--- config.mk ---
export PLATFORM = sky130hd
export DESIGN_NAME = ppns_ram
export DESIGN_NICKNAME = d
export VERILOG_FILES = /design/src/ppns_ram.sv
export SDC_FILE = /design/constraint.sdc
export NUM_CORES = 2
export LEC_CHECK = 0
export ABC_CLOCK_PERIOD_IN_PS = 10400
export BUFFER_PORTS_ARGS = -buffer_cell sky130_fd_sc_hd__buf_2
export CAP_MARGIN = 20
export CORE_UTILIZATION = 36
export CTS_BUF_LIST = sky130_fd_sc_hd__clkbuf_4
export DETAILED_ROUTE_END_ITERATION = 12
export HOLD_SLACK_MARGIN = 0.12
export MAX_ROUTING_LAYER = met4
export PLACE_DENSITY = 0.55
export SETUP_SLACK_MARGIN = 0.3
export SYNTH_ARGS = -nofsm -noshare
export SYNTH_HDL_FRONTEND = slang
export SYNTH_SLANG_ARGS = --single-unit
--- constraint.sdc ---
create_clock -name clk -period 10.4 [get_ports clk]
set_clock_uncertainty 0.2 [all_clocks]
set_input_delay 1.56 -clock clk [delete_from_list [all_inputs] [get_ports clk]]
set_output_delay 1.56 -clock clk [all_outputs]
set_load 0.1 [all_outputs]
--- src/ppns_ram.sv ---
// Generic single-write, single-read RAM with registered read data.
// No dependencies.
module ppns_ram #(
  parameter int WIDTH = 48,
  parameter int DEPTH = 64
) (
  input  logic                     clk,
  input  logic                     we,
  input  logic [$clog2(DEPTH)-1:0] waddr,
  input  logic [WIDTH-1:0]         wdata,
  input  logic [$clog2(DEPTH)-1:0] raddr,
  output logic [WIDTH-1:0]         rdata
);

  logic [WIDTH-1:0] mem [DEPTH];

  always_ff @(posedge clk) begin
    if (we) begin
      mem[waddr] <= wdata;
    end
    rdata <= mem[raddr];
  end

endmodule

==> results.sh <==
export IMPL_synth_compound_area_share_pct=3.02
export IMPL_start_kind="register"
export IMPL_io_pins=110
export IMPL_clkLatencyLatePin_ns=1.43
export IMPL_drtPass1Iterations=9
export IMPL_place_area_sq_um=124000
export IMPL_crit_required_ns=8.64
export IMPL_grt_overflow=0
export IMPL_violations="design-rule violations"
export IMPL_path_depth=1
export IMPL_numCtsBuffers=773
export IMPL_powerDensity_nw_per_um2=191
export IMPL_cpLargestDelayFamily="flip-flops"
export IMPL_crit_slowest_cell="dfxtp_1"
export IMPL_synthesis_nets=5032
export IMPL_vias=58900
export IMPL_critPathCaptureType="output pin"
export IMPL_r2r_slack_ns=7.87
export IMPL_rows=209
export IMPL_post_place_ws_ns=4.94
export IMPL_grt_max_degree=114
export IMPL_synth_largest_area_cell="edfxtp_1"
export IMPL_netlist_instances=4970
export IMPL_antenna_found_initial=37
export IMPL_synth_area_sq_um=117000
export IMPL_wl_per_cell_um=31.3
export IMPL_hold_viol=0
export IMPL_p_leak_nw=42.0
export IMPL_ys_ff_latch=3120
export IMPL_grt_setup_unrepaired="false"
export IMPL_crit_arrival_ns=2.40
export IMPL_slew_limit_headroom_pct=21.8
export IMPL_rr_endpoint="rdata[3]$_DFF_P_"
export IMPL_max_freq_mhz=240
export IMPL_clockBufferDepth=4
export IMPL_path_buf_inv=1
export IMPL_hold_depth=1
export IMPL_critical_path_max_stage_delay_ns=0.53
export IMPL_cts_htree_levels=6
export IMPL_drt_wl_total_um=333000
export IMPL_post_cts_buffers=0
export IMPL_die_area_sq_um=328000
export IMPL_cts_root_buf="clkbuf_4"
export IMPL_cts_sinks=3120
export IMPL_synth_top_area_share_pct=78.8
export IMPL_gr_usage_all_layers_pct=20.8
export IMPL_synth_top_family_by_area="multiplexers"
export IMPL_avgSynthCellArea_sq_um=23.6
export IMPL_antenna_left=0
export IMPL_nFillCells=28600
export IMPL_drc_errors=51
export IMPL_crit_start="rdata[24]$_DFF_P_"
export IMPL_ir_drop_uv=113
export IMPL_syn2layout_area_growth_pct=14.2
export IMPL_hpwl_um=177000
export IMPL_drv_slew=0
export IMPL_ctsHoldBuffers=0
export IMPL_synth_mux_area_share_pct=15.2
export IMPL_nets=5826
export IMPL_place_congestion=0.779
export IMPL_synth_fa_ha_area_share_pct=0
export IMPL_crit_type="reg -> out"
export IMPL_ys_seq_area_share_pct=79.6
export IMPL_cp_max_fo=1
export IMPL_start_util_pct=36.1
export IMPL_worstMarginPinSlew_ns=1.17
export IMPL_power_w=0.0255
export IMPL_synth_area_leaders="edfxtp_1 79%, mux4_2 14%, dfxtp_1 0.82%"
export IMPL_worstSetupEndpoint="rdata[24]"
export IMPL_hp_class="in -> reg"
export IMPL_via_per_inst=5.54
export IMPL_fin_area_sq_um=134000
export IMPL_holdWs_ns=0.265
export IMPL_yosys_area_share_simple_pct=0.957
export IMPL_setup_violations=0
export IMPL_grt_pass1_vias=61100
export IMPL_die_h_um=572
export IMPL_cts_resized=0
export IMPL_status="finished, violations left"
export IMPL_reg2reg_depth=5
export IMPL_maxCapViolations=0
export IMPL_die_w_um=572
export IMPL_yosys_warnings=0
export IMPL_synth_xor_area_share_pct=0
export IMPL_r2r_start="mem[36][3]$_DFFE_PP_"
export IMPL_cts_tree="yes"
export IMPL_path_clk_slew_ns=0.07
export IMPL_grt_pass1_wl_um=463000
export IMPL_synthDistinctLibCells=36
export IMPL_tns_ns=0
export IMPL_core_area_sq_um=324000
export IMPL_io_buffers=109
export IMPL_fin_crit_sh_pct=40.0
export IMPL_finalWorstSetupSlack_ns=6.24
export IMPL_layout_min_cycle_time_ns=4.16
export IMPL_drtIter0Drc=6582
export IMPL_crit_chain="buf_2"
export IMPL_drive_gt1_share_pct=37.7
## cell usage after synthesis
| cell | number |
|---|---|
| or3_1 | 3 |
| a22oi_1 | 72 |
| and2_1 | 3 |
| nand4_1 | 2 |
| nor3_1 | 3 |
| buf_6 | 11 |
| a31oi_1 | 1 |
| edfxtp_1 | 3072 |
| mux2i_1 | 63 |
| nand2b_1 | 10 |
| a31o_2 | 5 |
| nand3b_1 | 5 |
| a221oi_1 | 83 |
| nor2_1 | 132 |
| or2_2 | 3 |
| buf_4 | 62 |
| buf_2 | 98 |
| and3_1 | 1 |
| a21oi_1 | 74 |
| or3b_2 | 4 |
| o22ai_1 | 122 |
| o221ai_1 | 28 |
| a311oi_1 | 11 |
| nand3_1 | 7 |
| nor2b_1 | 24 |
| clkbuf_2 | 1 |
| a211oi_1 | 32 |
| mux2_2 | 12 |
| mux4_2 | 754 |
| a311o_1 | 1 |
| dfxtp_1 | 48 |
| clkbuf_1 | 98 |
| nand2_1 | 55 |
| a22o_1 | 57 |
| buf_1 | 12 |
| nand4b_1 | 1 |
## layout by cell type (no fill, tap or decap), types with 15 or more instances in the layout
cell	synthesis	layout
a211oi_1	32	32
a21oi_1	74	74
a221oi_1	83	83
a22o_1	57	57
a22oi_1	72	72
buf_12	0	32
buf_2	98	106
buf_4	62	158
clkbuf_4	0	1165
clkinv_1	0	85
clkinvlp_4	0	15
dfxtp_1	48	48
diode_2	0	27
edfxtp_1	3072	3072
mux2i_1	63	63
mux4_2	754	754
nand2_1	55	53
nor2_1	132	68
nor2_4	0	64
nor2b_1	24	19
o221ai_1	28	28
o22ai_1	122	122
## per-stage QoR
| stage | util, % | cells |
|---|---|---|
| floorplan | - | 4970 |
| global placement | 38.1 | 9287 |
| detailed placement | 38.1 | 9292 |
| CTS | 41.1 | 10600 |
| global route | 41.3 | 10600 |
| finish | 41.3 | 10600 |
## sequential cells by signal (all words and copies together), names as in the netlist
register / flops
rdata: 48
mem: 3072
## area by class of cell
| type | instances | area [sq um] | share of cell area [%] |
|---|---|---|---|
| Tap cell | 4325 | 5410 | 4.05 |
| Sequential cell | 3120 | 93200 | 69.7 |
| Antenna cell | 27 | 67.6 | 0.0505 |
| Clock buffer | 1165 | 8750 | 6.54 |
| Clock inverter | 137 | 871 | 0.651 |
| Timing Repair Buffer | 301 | 2470 | 1.85 |
| Multi-Input combinational cell | 1568 | 22900 | 17.2 |
## report_power, final
group	leakage, nW	internal [W]	switching, W
registers	28.0	0.0139	0.0000542
logic	8.21	0.000442	0.000966
clock network	5.75	0.00531	0.00481
total	42.0	0.0197	0.00583
## per-layer routing
layer  GRT usage, %  routed length [um]  vias up
li1               -                   -    23600
met1           27.2              137000    32000
met2           33.3              164000     2755
met3           3.95               24700      531
met4           5.98                7740        0
met5              -                   0        -
## worst min-delay path by stage
stage / startpoint / to / slack [ns]
4_1_cts: wdata[29] / mem[46][29]$_DFFE_PP_ / 0.32
3_5_place_dp: mem[58][36]$_DFFE_PP_ / rdata[36]$_DFF_P_ / 0.56
5_1_grt: wdata[13] / mem[35][13]$_DFFE_PP_ / 0.18
2_1_floorplan: mem[58][13]$_DFFE_PP_ / rdata[13]$_DFF_P_ / 0.51
3_3_place_gp: mem[58][36]$_DFFE_PP_ / rdata[36]$_DFF_P_ / 0.56
6_report: wdata[46] / mem[32][46]$_DFFE_PP_ / 0.27
## cell families after synthesis
family	Yosys count
and+or+nand+nor	253
AOI/OAI and AO/OA	486
DFF	3120
muxes	829
buffers and inverters	282
## worst register-to-register path, cell delays in order (launching register included)
cell and delay [ns]:
edfxtp_1 0.36, mux4_2 0.48, o221ai_1 0.23, a21oi_1 0.17, a21oi_1 0.76, a221oi_1 0.10
No activity file was read; power rests on OpenSTA's default activity.
