==> src/ppns_pkg.sv <==
// Shared types and constants for the polyline nearest-segment block.
// No dependencies.
package ppns_pkg;

  localparam int MAX_VERTICES = 64;
  localparam int COORD_W      = 16;
  localparam int VERT_W       = 3 * COORD_W;
  localparam int DIFF_W       = COORD_W + 1;
  localparam int OPER_W       = 19;
  localparam int PROD_W       = 2 * OPER_W;
  localparam int ACC_W        = 36;
  localparam int NUM_W        = 2 * ACC_W;
  localparam int HALF_W       = 18;
  localparam int DIST_W       = 34;
  localparam int SEG_W        = 6;
  localparam int IDX_W        = 6;
  localparam int CNT_W        = 7;
  localparam int DIV_STEPS    = ACC_W;
  localparam int DIV_CNT_W    = $clog2(DIV_STEPS);

  typedef logic signed [COORD_W-1:0] coord_t;
  typedef logic signed [DIFF_W-1:0]  diff_t;

  typedef enum logic [3:0] {
    MOP_NONE,
    MOP_D0, MOP_D1, MOP_D2,
    MOP_M0, MOP_M1, MOP_M2,
    MOP_V0, MOP_V1, MOP_V2,
    MOP_W0, MOP_W1, MOP_W2,
    MOP_SQ_LL, MOP_SQ_HL, MOP_SQ_HH
  } mop_t;

  typedef struct packed {
    logic             ld_p;
    logic             cap_a;
    logic             cap_b;
    logic             adv_ab;
    logic             mac_clr;
    mop_t             mop;
    logic             div_step;
    logic             fin;
    logic             upd;
    logic             first;
    logic [SEG_W-1:0] seg;
    logic             out_load;
  } cmd_t;

  typedef struct packed {
    logic d_le0;
    logic d_ge_m;
    logic out_busy;
  } sts_t;

endpackage

==> src/ppns_ctrl.sv <==
// Sequencer: handshakes, vertex count register, store addressing, segment walk.
// Depends on ppns_pkg.
module ppns_ctrl #(
  parameter int MAX_VERTICES = ppns_pkg::MAX_VERTICES
) (
  input  logic                            clk,
  input  logic                            rst_n,
  input  logic                            in_valid,
  input  logic                            in_mode,
  input  logic [ppns_pkg::IDX_W-1:0]      in_vertex_index,
  output logic                            in_ready,
  input  logic                            cfg_valid,
  input  logic [ppns_pkg::CNT_W-1:0]      cfg_vertex_count,
  output logic                            cfg_ready,
  output logic                            ram_we,
  output logic [$clog2(MAX_VERTICES)-1:0] ram_waddr,
  output logic [$clog2(MAX_VERTICES)-1:0] ram_raddr,
  output ppns_pkg::cmd_t                  cmd,
  input  ppns_pkg::sts_t                  sts
);

  localparam int AW = $clog2(MAX_VERTICES);
  localparam int NW = ($clog2(MAX_VERTICES + 1) > ppns_pkg::CNT_W) ?
                      $clog2(MAX_VERTICES + 1) : ppns_pkg::CNT_W;
  localparam logic [NW-1:0] NMAX = NW'(MAX_VERTICES);
  localparam logic [NW-1:0] NMIN = NW'(2);
  localparam logic [NW-1:0] NONE = NW'(1);

  typedef enum logic [3:0] {
    S_IDLE, S_RDA, S_CAPA, S_RDB, S_CAPB, S_MAC, S_DRAIN, S_CHK,
    S_SQ, S_SQDR, S_DIV, S_FIN, S_UPD, S_DONE
  } state_t;

  state_t                          state_r, state_nxt;
  logic [ppns_pkg::CNT_W-1:0]      vc_r, vc_nxt;
  logic [NW-1:0]                   j_r, j_nxt;
  ppns_pkg::mop_t                  op_r, op_nxt;
  logic [ppns_pkg::DIV_CNT_W-1:0]  cnt_r, cnt_nxt;
  logic [NW-1:0]                   vc_ext, eff;

  assign vc_ext    = NW'(vc_r);
  assign eff       = (vc_ext < NMIN) ? NMIN : ((vc_ext > NMAX) ? NMAX : vc_ext);
  assign in_ready  = (state_r == S_IDLE);
  assign cfg_ready = 1'b1;
  assign ram_we    = in_valid && in_ready && !in_mode &&
                     (32'(in_vertex_index) < 32'(MAX_VERTICES));
  assign ram_waddr = AW'(in_vertex_index);
  assign ram_raddr = (state_r == S_RDA) ? '0 : AW'(j_r);

  always_comb begin
    state_nxt    = state_r;
    vc_nxt       = cfg_valid ? cfg_vertex_count : vc_r;
    j_nxt        = j_r;
    op_nxt       = op_r;
    cnt_nxt      = cnt_r;
    cmd          = '0;
    cmd.mop      = ppns_pkg::MOP_NONE;
    cmd.seg      = ppns_pkg::SEG_W'(j_r - NONE);
    cmd.first    = (j_r == NONE);
    unique case (state_r)
      S_IDLE: begin
        if (in_valid && in_mode) begin
          cmd.ld_p  = 1'b1;
          j_nxt     = NONE;
          state_nxt = S_RDA;
        end
      end
      S_RDA: state_nxt = S_CAPA;
      S_CAPA: begin
        cmd.cap_a = 1'b1;
        state_nxt = S_CAPB;
      end
      S_RDB: state_nxt = S_CAPB;
      S_CAPB: begin
        cmd.cap_b   = 1'b1;
        cmd.mac_clr = 1'b1;
        op_nxt      = ppns_pkg::MOP_D0;
        state_nxt   = S_MAC;
      end
      S_MAC: begin
        cmd.mop = op_r;
        if (op_r == ppns_pkg::MOP_W2) begin
          state_nxt = S_DRAIN;
        end else begin
          op_nxt = ppns_pkg::mop_t'(op_r + 4'd1);
        end
      end
      S_DRAIN: state_nxt = S_CHK;
      S_CHK: begin
        if (!sts.d_le0 && !sts.d_ge_m) begin
          op_nxt    = ppns_pkg::MOP_SQ_LL;
          state_nxt = S_SQ;
        end else begin
          state_nxt = S_FIN;
        end
      end
      S_SQ: begin
        cmd.mop = op_r;
        if (op_r == ppns_pkg::MOP_SQ_HH) begin
          state_nxt = S_SQDR;
        end else begin
          op_nxt = ppns_pkg::mop_t'(op_r + 4'd1);
        end
      end
      S_SQDR: begin
        cnt_nxt   = '0;
        state_nxt = S_DIV;
      end
      S_DIV: begin
        cmd.div_step = 1'b1;
        if (cnt_r == ppns_pkg::DIV_CNT_W'(ppns_pkg::DIV_STEPS - 1)) begin
          state_nxt = S_FIN;
        end else begin
          cnt_nxt = cnt_r + 1'b1;
        end
      end
      S_FIN: begin
        cmd.fin   = 1'b1;
        state_nxt = S_UPD;
      end
      S_UPD: begin
        cmd.upd = 1'b1;
        if ((j_r + NONE) < eff) begin
          cmd.adv_ab = 1'b1;
          j_nxt      = j_r + NONE;
          state_nxt  = S_RDB;
        end else begin
          state_nxt = S_DONE;
        end
      end
      S_DONE: begin
        if (!sts.out_busy) begin
          cmd.out_load = 1'b1;
          state_nxt    = S_IDLE;
        end
      end
      default: state_nxt = S_IDLE;
    endcase
  end

  always_ff @(posedge clk) begin
    if (!rst_n) begin
      state_r <= S_IDLE;
      vc_r    <= ppns_pkg::CNT_W'(2);
      j_r     <= NONE;
      op_r    <= ppns_pkg::MOP_NONE;
      cnt_r   <= '0;
    end else begin
      state_r <= state_nxt;
      vc_r    <= vc_nxt;
      j_r     <= j_nxt;
      op_r    <= op_nxt;
      cnt_r   <= cnt_nxt;
    end
  end

endmodule

==> config.mk <==
export PLATFORM = sky130hd
export DESIGN_NAME = ppns_ctrl
export DESIGN_NICKNAME = d
export VERILOG_FILES = /design/src/ppns_pkg.sv /design/src/ppns_ctrl.sv
export SDC_FILE = /design/constraint.sdc
export NUM_CORES = 1
export LEC_CHECK = 0
export BUFFER_PORTS_ARGS = -buffer_cell sky130_fd_sc_hd__buf_2
export CORE_MARGIN = 3
export CORE_UTILIZATION = 40
export CTS_CLUSTER_SIZE = 10
export DETAILED_ROUTE_END_ITERATION = 10
export GPL_TIMING_DRIVEN = 0
export PLACE_DENSITY = 0.66
export SLEW_MARGIN = 20
export SYNTH_ARGS = -nofsm -noshare
export SYNTH_HDL_FRONTEND = slang
export SYNTH_SLANG_ARGS = --single-unit
==> constraint.sdc <==
create_clock -name clk -period 2.4 [get_ports clk]
set_input_delay 0.24 -clock clk [delete_from_list [all_inputs] [get_ports clk]]
set_output_delay 0.24 -clock clk [all_outputs]
set_load 0.03 [all_outputs]
==> out/summary.md <==
The analysis attributes to net switching a power of 636.4 uW. The mean instance size in the synthesized netlist was 7.852 um^2; the number of antenna cells inserted was 0. In this run the worst path has a maximum fanout of 5. The run finished, with violations left.

Ranked by total cell area, the synthesized netlist is headed by sky130_fd_sc_hd__dfxtp_1 (27%), sky130_fd_sc_hd__ha_1 (7.2%), sky130_fd_sc_hd__nand2_1 (4.9%). For this design the top-level I/O count stands at 56. The later-pin clock latency in the skew report is 0.29 ns. The number of standard cells after synthesis is 265, and the via density per instance is 5.274. The final total power was 1589 uW; the first-pass GRT wire length was 8.970 mm.

The worst path needs 2.756 ns of the cycle, external delays included. The number of placement rows is 25, and the internal power is 952.5 uW. The cts-stage hold buffer count was 0; the async set-or-reset flop fraction in the synthesized netlist was 0%. After synthesis the cells add up to 0.002081 mm^2. The fraction of the mapped netlist area in simple logic gates was 27.78%. Across the run, the number of max-cap violations was 0. The final cycle utilization of the critical path is 114.8%, and the maximum number of buffers from clock root to sink is 2. The number of antenna violations at the first check in global routing is 0, and the width of the die is 78.13 um. The setup slack after layout is -0.3563 ns, and the initial standard-cell utilization of the core is 42.64%.

The placed standard-cell area came out at 0.002440 mm^2. The worst hold path depth came out at 3. In the post-synthesis netlist, the cell with the most instances is sky130_fd_sc_hd__dfxtp_1. In the synthesized netlist, the cells that appear most often are sky130_fd_sc_hd__dfxtp_1 (28), sky130_fd_sc_hd__nand2_1 (27), sky130_fd_sc_hd__nor2_1 (26), sky130_fd_sc_hd__nand3_1 (14), sky130_fd_sc_hd__inv_1 (13). Clock tree synthesis found a total of 28 sinks. The critical path is of the reg -> out type.

In the routed design, unresolved DRC markers number 0. Summed over all failing endpoints, the final setup total negative slack is -2.114 ns. The total count of max-transition violations in the final report was 0; the mux contribution to synthesized area was 3.367%. The complex-gate fraction of the synthesized area came out at 20.32%. The net count of the finished layout is 369. At the end of routability-driven placement, the weighted congestion stood at 0.8670. The xor and xnor fraction of the mapped netlist area is 5.893%, and the share of total power in combinational logic is 42.4%. The remaining number of nets flagged by the antenna check after routing was 0; the area growth from synthesis to layout was 32.29%. Data on the critical path is required at its endpoint by 2.16 ns. The final reports fail on setup timing. The combinational family with the most area after synthesis was simple AND/OR/NAND/NOR gates. Per report_power, the clock group accounts for 25.1% of the total. The floorplan step defined a core boundary enclosing 0.004880 mm^2. Setup repair after global routing could not meet its margin everywhere.

The tools report the number of global-route vias before repair as 1889. During synthesis, Yosys emitted a total of 0 warnings. Power spread over the standard cell area amounts to 577.2 mW/mm^2. For the setup slack of the most critical reg-to-reg path, the log shows -0.34 ns. The most used flip-flop cell after synthesis is sky130_fd_sc_hd__dfxtp_1.

After the first detailed-routing iteration, the DRC count stood at 127. The final worst clock skew is 0.003298 ns, and the number of buffers added on ports is 47. TritonCTS built the clock tree.

The min-delay analysis places its worst path in the category in -> reg. The final core utilization is 56.41%, and the number of synthesized register bits is 28. Synthesis produced a netlist with a net count of 298. The overflow left after global routing is 0, and the die outline height is 78.13 um. The kind of end point of the critical path is an output pin.

Of the total synthesized cell area, the portion taken by full adders, half adders and majority gates is 7.216%. Of the cells placed in the final design, the portion with a size suffix greater than 1 is 32.84%. The logs give 2120 for the routed via count and 32.5% for the register share of total power. The die covers 0.006104 mm^2. The share of synthesized area in the top cell type comes to 26.94%. After detailed routing, the total wire length is 5.562 mm. The run gives 26.94% as the portion of the post-synthesis area used by sequential elements. IR analysis of the VDD net gives a maximum drop of 255.0 uV.

The buffer type at the clock tree root is sky130_fd_sc_hd__clkbuf_8. The library cell with the largest summed area after synthesis is sky130_fd_sc_hd__dfxtp_1. Data on the critical path arrives at its endpoint at 2.52 ns. At the pin with the least slew margin, the transition time is 0.7320 ns. The final hold violation count was 0.

The clock slew at the register clock pins of the worst setup and hold paths came out at 0.10 ns. Static leakage power: 0.001289 uW. The tools report the iteration count of the initial detailed-routing pass as 4.

TritonCTS buffer count: 3. The worst setup path is launched from a register. The number of flops mapped to enable cells by yosys is 0. The wire-length estimate of the detail-placed layout is 3.850 mm.

The run gives 1 as the depth of the CTS H-tree. The wire length per cell after detailed routing works out to 13.84 um. The run gives 9 as the number of setup violations in the final report.

The tools report the overall global routing resource usage as 17.98%. Across all hold checks on the routed design, the worst slack comes to 0.1582 ns. Entering global routing, the biggest net connects 17 pins.

Of the total power, the share spent switching nets is 40.05%. Derived from the worst setup path, the maximum achievable clock frequency is 362.8 MHz. The run gives 50.68% as the worst relative slew slack. After synthesis, the netlist uses 57 different library cells.

For the worst flop-to-flop path, the logic depth is 12. For the total non-filler cell area in the finished layout, the log shows 0.002753 mm^2.
==> repair_timing <==
item	CTS	global route
buffers inserted	16	3
pin swaps	6	4
endpoints found under the setup margin	9	15
resized for setup	14	11
==> path summary, 6_finish.rpt <==
path,startpoint,endpoint
max,j_r[1],cmd[16]
min,cfg_vertex_count[1],vc_ext[1]
max reg2reg,j_r[1],j_r[3]
min reg2reg,cnt_r[1],cnt_r[1]
==> state kept, by name (all words and copies together) (netlist names) <==
| signal | cells |
|---|---|
| op_r | 4 |
| state_r | 4 |
| cnt_r | 6 |
| j_r | 7 |
| vc_ext | 7 |
==> power by group through the flow <==
| stage | clock, uW | combinational, uW | sequential [uW] |
|---|---|---|---|
| floorplan | 0 | 502 | 522 |
| global route | 417 | 734 | 519 |
| detailed placement | 0 | 650 | 527 |
| global placement | 0 | 648 | 526 |
| finish | 398 | 674 | 516 |
| CTS | 402 | 660 | 515 |
==> cell families after synthesis <==
group,Yosys count
and+or+nand+nor,111
xor gates and xnor gates,14
muxes,7
buffers and inverters,35
AOI/OAI and AO/OA,57
adders and majority gates,12
other,1
DFF,28
==> placed cells by master (no fill, tap or decap), drive strengths merged, types with 7 or more instances in the layout <==
| master | netlist | final |
|---|---|---|
| inv | 13 | 13 |
| xnor2 | 8 | 8 |
| mux2i | 7 | 7 |
| nor2 | 26 | 26 |
| ha | 12 | 12 |
| nand2 | 27 | 27 |
| dfxtp | 28 | 28 |
| o21ai | 10 | 10 |
| nand2b | 8 | 8 |
| a21oi | 11 | 11 |
| clkbuf | 8 | 10 |
| nand3 | 14 | 14 |
| nor3 | 8 | 8 |
| buf | 14 | 81 |
==> final cells by class <==
| cell class | instances | area (um^2) |
|---|---|---|
| clock inverter | 1 | 30.03 |
| fill | 477 | 2127 |
| sequential | 28 | 571.8 |
| inverter | 13 | 48.80 |
| tap | 67 | 83.83 |
| multi-input combinational | 202 | 1444 |
| buffer | 22 | 148.9 |
| clock buffer | 3 | 41.29 |
| timing repair buffer | 66 | 384.1 |
==> metal layers <==
metal / part of all wire [%] / vias to the layer above / wire, um / track usage (%)
met1: 47 / 962 / 2607 / 24.40
met5: 0 / - / 0 / 0
li1: - / 1077 / - / -
met2: 45 / 72 / 2506 / 28.94
met4: 1.9 / 0 / 105 / 6.119
met3: 6.1 / 9 / 342 / 2.867
==> metrics by stage <==
| stage | worst slack [ns] | cells |
|---|---|---|
| after floorplan | -0.03602 | 265 |
| after detailed placement | -0.2913 | 379 |
| after CTS | -0.2907 | 399 |
| final | -0.3563 | 402 |
| after global routing | -0.4377 | 402 |
| after global placement | -0.2543 | 379 |
==> worst max-delay path: stages, from the launching register on <==
cell,delay [ns]
sky130_fd_sc_hd__dfxtp_4,0.41
sky130_fd_sc_hd__ha_4,0.15
sky130_fd_sc_hd__nand3_4,0.10
sky130_fd_sc_hd__nor2_4,0.15
sky130_fd_sc_hd__xor2_2,0.19
sky130_fd_sc_hd__ha_1,0.27
sky130_fd_sc_hd__o21a_1,0.14
sky130_fd_sc_hd__a221oi_2,0.34
sky130_fd_sc_hd__o211a_1,0.23
sky130_fd_sc_hd__buf_6,0.11
sky130_fd_sc_hd__buf_6,0.12
(Power assumes the default switching activity.)
