### config.mk
export PLATFORM = sky130hd
export DESIGN_NAME = ppns_dp
export DESIGN_NICKNAME = d
export VERILOG_FILES = /design/src/ppns_pkg.sv /design/src/ppns_dp.sv
export SDC_FILE = /design/constraint.sdc
export NUM_CORES = 2
export LEC_CHECK = 0
export BUFFER_PORTS_ARGS = -buffer_cell sky130_fd_sc_hd__buf_2
export CORE_MARGIN = 3
export CORE_UTILIZATION = 60
export DETAILED_ROUTE_END_ITERATION = 10
export PLACE_DENSITY = 0.86
export SLEW_MARGIN = 0
export SYNTH_ARGS = -nofsm -noshare
export SYNTH_HDL_FRONTEND = slang
export SYNTH_SLANG_ARGS = --single-unit
### constraint.sdc
create_clock -name clk -period 16.37 [get_ports clk]
set_input_delay 3.274 -clock clk [delete_from_list [all_inputs] [get_ports clk]]
set_output_delay 3.274 -clock clk [all_outputs]
set_load 0.005 [all_outputs]
### src/ppns_pkg.sv
// Shared types and constants for the polyline nearest-segment block.
// No dependencies.
package ppns_pkg;

  localparam int MAX_VERTICES = 64;
  localparam int COORD_W      = 16;
  localparam int VERT_W       = 3 * COORD_W;
  localparam int DIFF_W       = COORD_W + 1;
  localparam int OPER_W       = 19;
  localparam int PROD_W       = 2 * OPER_W;
  localparam int ACC_W        = 36;
  localparam int NUM_W        = 2 * ACC_W;
  localparam int HALF_W       = 18;
  localparam int DIST_W       = 34;
  localparam int SEG_W        = 6;
  localparam int IDX_W        = 6;
  localparam int CNT_W        = 7;
  localparam int DIV_STEPS    = ACC_W;
  localparam int DIV_CNT_W    = $clog2(DIV_STEPS);

  typedef logic signed [COORD_W-1:0] coord_t;
  typedef logic signed [DIFF_W-1:0]  diff_t;

  typedef enum logic [3:0] {
    MOP_NONE,
    MOP_D0, MOP_D1, MOP_D2,
    MOP_M0, MOP_M1, MOP_M2,
    MOP_V0, MOP_V1, MOP_V2,
    MOP_W0, MOP_W1, MOP_W2,
    MOP_SQ_LL, MOP_SQ_HL, MOP_SQ_HH
  } mop_t;

  typedef struct packed {
    logic             ld_p;
    logic             cap_a;
    logic             cap_b;
    logic             adv_ab;
    logic             mac_clr;
    mop_t             mop;
    logic             div_step;
    logic             fin;
    logic             upd;
    logic             first;
    logic [SEG_W-1:0] seg;
    logic             out_load;
  } cmd_t;

  typedef struct packed {
    logic d_le0;
    logic d_ge_m;
    logic out_busy;
  } sts_t;

endpackage

### src/ppns_dp.sv
// Datapath: shared multiply-accumulate, restoring divider, minimum tracking, result register.
// Depends on ppns_pkg.
module ppns_dp (
  input  logic                           clk,
  input  logic                           rst_n,
  input  ppns_pkg::cmd_t                 cmd,
  output ppns_pkg::sts_t                 sts,
  input  ppns_pkg::coord_t               in_x,
  input  ppns_pkg::coord_t               in_y,
  input  ppns_pkg::coord_t               in_z,
  input  logic [ppns_pkg::VERT_W-1:0]    ram_rdata,
  output logic                           out_valid,
  input  logic                           out_ready,
  output logic [ppns_pkg::DIST_W-1:0]    out_dist,
  output logic [ppns_pkg::SEG_W-1:0]     out_seg
);

  localparam int CW = ppns_pkg::COORD_W;
  localparam int AW = ppns_pkg::ACC_W;
  localparam int NW = ppns_pkg::NUM_W;
  localparam int HW = ppns_pkg::HALF_W;
  localparam int OW = ppns_pkg::OPER_W;

  ppns_pkg::coord_t p_r [3];
  ppns_pkg::coord_t a_r [3];
  ppns_pkg::coord_t b_r [3];
  ppns_pkg::diff_t  v [3];
  ppns_pkg::diff_t  e [3];
  ppns_pkg::diff_t  w [3];

  logic signed [OW-1:0]              opa, opb;
  logic signed [ppns_pkg::PROD_W-1:0] prod, prod_r;
  ppns_pkg::mop_t                    tag_r;
  logic [AW-1:0]                     d_r, m_r, vv_r, ww_r, dist_r, best_r, q;
  logic [NW-1:0]                     num_r, num_div;
  logic [AW:0]                       rem2;
  logic                              qbit;
  logic [ppns_pkg::SEG_W-1:0]        bseg_r;
  logic                              out_valid_r;
  logic [ppns_pkg::DIST_W-1:0]       out_dist_r;
  logic [ppns_pkg::SEG_W-1:0]        out_seg_r;

  always_comb begin
    for (int c = 0; c < 3; c++) begin
      v[c] = ppns_pkg::DIFF_W'(p_r[c]) - ppns_pkg::DIFF_W'(a_r[c]);
      e[c] = ppns_pkg::DIFF_W'(b_r[c]) - ppns_pkg::DIFF_W'(a_r[c]);
      w[c] = ppns_pkg::DIFF_W'(p_r[c]) - ppns_pkg::DIFF_W'(b_r[c]);
    end
  end

  always_comb begin
    opa = '0;
    opb = '0;
    unique case (cmd.mop)
      ppns_pkg::MOP_D0:    begin opa = OW'(v[0]); opb = OW'(e[0]); end
      ppns_pkg::MOP_D1:    begin opa = OW'(v[1]); opb = OW'(e[1]); end
      ppns_pkg::MOP_D2:    begin opa = OW'(v[2]); opb = OW'(e[2]); end
      ppns_pkg::MOP_M0:    begin opa = OW'(e[0]); opb = OW'(e[0]); end
      ppns_pkg::MOP_M1:    begin opa = OW'(e[1]); opb = OW'(e[1]); end
      ppns_pkg::MOP_M2:    begin opa = OW'(e[2]); opb = OW'(e[2]); end
      ppns_pkg::MOP_V0:    begin opa = OW'(v[0]); opb = OW'(v[0]); end
      ppns_pkg::MOP_V1:    begin opa = OW'(v[1]); opb = OW'(v[1]); end
      ppns_pkg::MOP_V2:    begin opa = OW'(v[2]); opb = OW'(v[2]); end
      ppns_pkg::MOP_W0:    begin opa = OW'(w[0]); opb = OW'(w[0]); end
      ppns_pkg::MOP_W1:    begin opa = OW'(w[1]); opb = OW'(w[1]); end
      ppns_pkg::MOP_W2:    begin opa = OW'(w[2]); opb = OW'(w[2]); end
      ppns_pkg::MOP_SQ_LL: begin opa = {1'b0, d_r[HW-1:0]};  opb = {1'b0, d_r[HW-1:0]}; end
      ppns_pkg::MOP_SQ_HL: begin opa = {1'b0, d_r[AW-1:HW]}; opb = {1'b0, d_r[HW-1:0]}; end
      ppns_pkg::MOP_SQ_HH: begin opa = {1'b0, d_r[AW-1:HW]}; opb = {1'b0, d_r[AW-1:HW]}; end
      default:             begin opa = '0; opb = '0; end
    endcase
  end

  assign prod = opa * opb;

  // one restoring step: remainder in the upper half, quotient shifts into the lower
  assign rem2    = {num_r[NW-1:AW], num_r[AW-1]};
  assign qbit    = (rem2 >= {1'b0, m_r});
  assign num_div = {(qbit ? AW'(rem2 - {1'b0, m_r}) : rem2[AW-1:0]), num_r[AW-2:0], qbit};
  assign q       = num_r[AW-1:0];

  assign sts.d_le0    = d_r[AW-1] || (d_r == '0);
  assign sts.d_ge_m   = !d_r[AW-1] && (d_r >= m_r);
  assign sts.out_busy = out_valid_r && !out_ready;

  always_ff @(posedge clk) begin
    if (cmd.ld_p) begin
      p_r[0] <= in_x;
      p_r[1] <= in_y;
      p_r[2] <= in_z;
    end
    if (cmd.cap_a) begin
      a_r[0] <= ram_rdata[3*CW-1:2*CW];
      a_r[1] <= ram_rdata[2*CW-1:CW];
      a_r[2] <= ram_rdata[CW-1:0];
    end else if (cmd.adv_ab) begin
      a_r <= b_r;
    end
    if (cmd.cap_b) begin
      b_r[0] <= ram_rdata[3*CW-1:2*CW];
      b_r[1] <= ram_rdata[2*CW-1:CW];
      b_r[2] <= ram_rdata[CW-1:0];
    end
    prod_r <= prod;
    if (cmd.mac_clr) begin
      d_r   <= '0;
      m_r   <= '0;
      vv_r  <= '0;
      ww_r  <= '0;
      num_r <= '0;
    end else if (cmd.div_step) begin
      num_r <= num_div;
    end else begin
      case (tag_r) inside
        ppns_pkg::MOP_D0, ppns_pkg::MOP_D1, ppns_pkg::MOP_D2: d_r  <= d_r + AW'(prod_r);
        ppns_pkg::MOP_M0, ppns_pkg::MOP_M1, ppns_pkg::MOP_M2: m_r  <= m_r + AW'(prod_r);
        ppns_pkg::MOP_V0, ppns_pkg::MOP_V1, ppns_pkg::MOP_V2: vv_r <= vv_r + AW'(prod_r);
        ppns_pkg::MOP_W0, ppns_pkg::MOP_W1, ppns_pkg::MOP_W2: ww_r <= ww_r + AW'(prod_r);
        ppns_pkg::MOP_SQ_LL: num_r <= num_r + NW'(prod_r);
        ppns_pkg::MOP_SQ_HL: num_r <= num_r + (NW'(prod_r) << (HW + 1));
        ppns_pkg::MOP_SQ_HH: num_r <= num_r + (NW'(prod_r) << AW);
        default: ;
      endcase
    end
    if (cmd.fin) begin
      if (sts.d_le0) begin
        dist_r <= vv_r;
      end else if (sts.d_ge_m) begin
        dist_r <= ww_r;
      end else begin
        dist_r <= (q >= vv_r) ? '0 : vv_r - q;
      end
    end
    if (cmd.upd && (cmd.first || (dist_r < best_r))) begin
      best_r <= dist_r;
      bseg_r <= cmd.seg;
    end
    if (cmd.out_load) begin
      out_dist_r <= ppns_pkg::DIST_W'(best_r);
      out_seg_r  <= bseg_r;
    end
  end

  always_ff @(posedge clk) begin
    if (!rst_n) begin
      tag_r       <= ppns_pkg::MOP_NONE;
      out_valid_r <= 1'b0;
    end else begin
      tag_r <= cmd.mop;
      if (cmd.out_load) begin
        out_valid_r <= 1'b1;
      end else if (out_ready) begin
        out_valid_r <= 1'b0;
      end
    end
  end

  assign out_valid = out_valid_r;
  assign out_dist  = out_dist_r;
  assign out_seg   = out_seg_r;

endmodule

==> results <==
- At the worst endpoint, the required time is 16920 ps.
- The number of setup buffers added after CTS is 0.
- The core outline area is 101000 µm².
- The reported max-cap violation count is 0.
- The height of the chip is 327 µm.
- The synthesized design contains 262 enable-type register cells.
- The flow ran to the end, and the final reports show no timing, DRC or antenna violations.
- The first global-routing pass estimated 324 mm of wire.
- The setup total negative slack is 0 ps.
- The clock period could shrink to 12460 ps.
- Including well taps, the total number of placed cells is 8766.
- The relative area change from synthesis to final layout is 7.18%.
- The most used flip-flop cell after synthesis is sky130_fd_sc_hd__edfxtp_1.
- The synthesized area per cell is 8.31 µm².
- The final routed wire length divided by cell count is 23.9 µm.
- The synthesized instance count is 7419.
- By area the synthesized netlist is led by sky130_fd_sc_hd__ha_1, sky130_fd_sc_hd__edfxtp_1, sky130_fd_sc_hd__fa_1.
- The final number of max-transition violations is 0.
- Global routing finished with a remaining overflow of 0.
- The area fraction in compound gates after synthesis came to 0.226.
- The worst path meets setup with 3910 ps of slack.
- Across the routed clock network, the largest skew measured is 75.9 ps.
- On the worst path, the slowest cell contributes a delay of 980 ps.
- The detail route stage leaves a number of antenna-violating nets equal to 0.
- The achievable clock frequency is 80.3 MHz.
- The start-to-end type of the worst setup path is input port to flip-flop.
- During synthesis, Yosys emitted a total of 0 warnings.
- Clock-pin slew was measured on the worst setup and hold paths at 60 ps.
- The floorplan has 116 rows.
- The simple-gate share of the synthesized area is 0.171.
- Before CTS, the worst setup slack after placement is 3490 ps.
- In the global route stage, overall resource usage came out at 0.389.
- The routability congestion estimate is 1.06.
- The HPWL after detailed placement is 164 mm.
- The number of library cell types mapped by synthesis is 96.
- In this run, synthesis produced a sequential element count of 521.
- The maximum fanout count along the critical path is 23.
- The sequential area share after synthesis is 0.212.
- The number of buffers between clock root and the deepest sink is 3.
- The relative slew slack is 0.146.
- The DRC violation count after routing is 0.
- Port buffering added 162 buffers.
- The die covers 107000 µm².
- The number of antenna violations at the first check in global routing is 10.
- Counting stages on the worst path, the most repeated cell is sky130_fd_sc_hd__fa_1.
- The share of Yosys cell area claimed by the top area cell type is 0.139.
- The fraction of synthesized cell area in xor and xnor cells is 0.0605.
- The dominant combinational cell family by area after synthesis is adder cells.
- The type of the most critical hold path is flip-flop to flip-flop.
- The die is 327 µm wide.
- The fraction of final layout cells with drive strength greater than 1 is 0.0605.
- The total clock sinks is 521.
- The final cell count without fillers is 8887.
- For this design, the slowest cell found on the critical path is sky130_fd_sc_hd__nor2_1.
- The portion of synthesized area spent on multiplexers is 0.00379.
- The via count of the first global-routing pass is 56900.
- The violation count after the first detailed-routing iteration is 6089.
- The most area-hungry cell type in the Yosys netlist is sky130_fd_sc_hd__ha_1.
- The largest net degree at the start of global routing is 97.
- The fraction of registers with async set/reset is 0.
- The CTS root buffer is sky130_fd_sc_hd__clkbuf_16.
- The adder-cell share of the synthesized area is 0.264.
- The tightest hold path in the finished design has a slack of 428 ps.
- The number of CTS-inserted buffers is 60.
- The clock insertion delay at the later pin of the skew report is 740 ps.
- The number of nets in the synthesized netlist is 8608.
- At the pin with the least slew margin, the transition time is 1250 ps.
- The period utilization is 0.761.
- Setup repair after global routing left no endpoint under its margin.
- Using the TritonRoute via totals, the vias-per-cell ratio works out to 6.51.
- The fill cell instance count of the final layout is 8418.
- The final layout contains routed wiring with a total length of 212 mm.
- The count of H-tree levels built during CTS is 2.
- The total area of sequential cells is 13100 µm².
- The number of gates resized after CTS was 0.
- STA classifies the critical path endpoint as a flip-flop.
- 163 I/O pins were placed.
- The count of endpoints failing hold in the final timing report is 0.
- The area of combinational cells with multiple inputs is 44800 µm².
- The hold buffer count at CTS is 0.
- The setup violation total in the final timing report is 0.
- The TritonCTS clock tree is built.
- The post-synthesis instance area is 61700 µm².
- The category of the worst setup path launch point is an input port.
- In the final design database the tool counted 8660 nets.
- The number of detailed-route iterations in the first pass is 9.
- At the worst endpoint, the arrival time is 13010 ps.
- The starting density of the core is 0.610.
- The via count is 57800.
per-layer routing:
metal,global-route usage,vias up,part of all wire,wire (µm)
met3,0.0729,841,0.10,21300
met5,0,-,0.00021,45
met1,0.475,27300,0.37,78700
met2,0.615,3160,0.44,93500
li1,-,26500,-,-
met4,0.282,6,0.087,18400
per-stage QoR:
stage	cell area (µm²)	util
2_1_floorplan	61700	-
3_3_place_gp	63900	0.633
3_5_place_dp	63900	0.633
4_1_cts	66100	0.654
5_1_grt	66100	0.654
6_report	66100	0.654
critical path, delay by kind of cell:
family	cells	cell delay [ps]
simple gates	5	1980
mux	1	220
compound gates	10	3150
buf+inv	6	880
fa+ha+maj	8	3470
registers in the layout (all words and copies together) (netlist names):
signal	count
tag_r	4
p_r	48
bseg_r	6
d_r	36
out_seg	6
out_dist	34
prod_r	38
vv_r	36
num_r	72
ww_r	36
dist_r	36
b_r	48
a_r	48
out_valid	1
best_r	36
m_r	36
synth_stat cells, types with 159 or more instances:
cell type                    n
sky130_fd_sc_hd__dfxtp_1   259
sky130_fd_sc_hd__o21ai_0   399
sky130_fd_sc_hd__nand2_1   771
sky130_fd_sc_hd__ha_1      683
sky130_fd_sc_hd__inv_1     762
sky130_fd_sc_hd__fa_1      387
sky130_fd_sc_hd__a21o_1    246
sky130_fd_sc_hd__clkbuf_1  230
sky130_fd_sc_hd__xnor2_1   267
sky130_fd_sc_hd__edfxtp_1  262
sky130_fd_sc_hd__nor2_1    526
sky130_fd_sc_hd__xor2_1    159
sky130_fd_sc_hd__a21oi_1   628
placed cells by master, fill, tap and decap left out, types with 140 or more instances in the layout:
cell                       synthesis  routed
sky130_fd_sc_hd__a21o_1          246     246
sky130_fd_sc_hd__a21oi_1         628     625
sky130_fd_sc_hd__buf_2            11     160
sky130_fd_sc_hd__dfxtp_1         259     259
sky130_fd_sc_hd__edfxtp_1        262     262
sky130_fd_sc_hd__fa_1            387     387
sky130_fd_sc_hd__ha_1            683     683
sky130_fd_sc_hd__inv_1           762     761
sky130_fd_sc_hd__nand2_1         771     771
sky130_fd_sc_hd__nand2b_1        140     140
sky130_fd_sc_hd__nand3_1         147     147
sky130_fd_sc_hd__nor2_1          526     522
sky130_fd_sc_hd__o21ai_0         399     399
sky130_fd_sc_hd__xnor2_1         267     267
sky130_fd_sc_hd__xor2_1          159     159
kinds of logic (layout without fill, tap and decap cells):
family                   after synthesis  count (layout)
AO/OA/AOI/OAI                       2131            2131
XOR/XNOR                             426             426
adder cells (fa/ha/maj)             1070            1070
buffers and inverters               1023            1127
flip-flops                           521             521
multiplexers                          23              23
other                                  0               7
AND/OR/NAND/NOR                     2225            2225
cell type report:
type	instances	area share
timing repair buffer	250	0.0224
sequential	521	0.198
multi-input combinational	5875	0.678
antenna	7	0.000265
clock buffer	72	0.0237
tap	1357	0.0257
clock inverter	42	0.00880
inverter	763	0.0433
worst paths after layout:
path | endpoint | depth (start not counted) | from | slack (ps)
min | out_seg[3]$_DFFE_PP_ | 0 | bseg_r[3]$_DFFE_PP_ | 430
max | prod_r[37]$_DFF_P_ | 30 | cmd[12] | 3910
min reg2reg | out_seg[3]$_DFFE_PP_ | 0 | bseg_r[3]$_DFFE_PP_ | 430
max reg2reg | prod_r[37]$_DFF_P_ | 38 | p_r[0][16]$_DFFE_PP_ | 4930
Power is not shown: default switching activity piles up to over one toggle a cycle in this logic, so the estimate is an artifact.
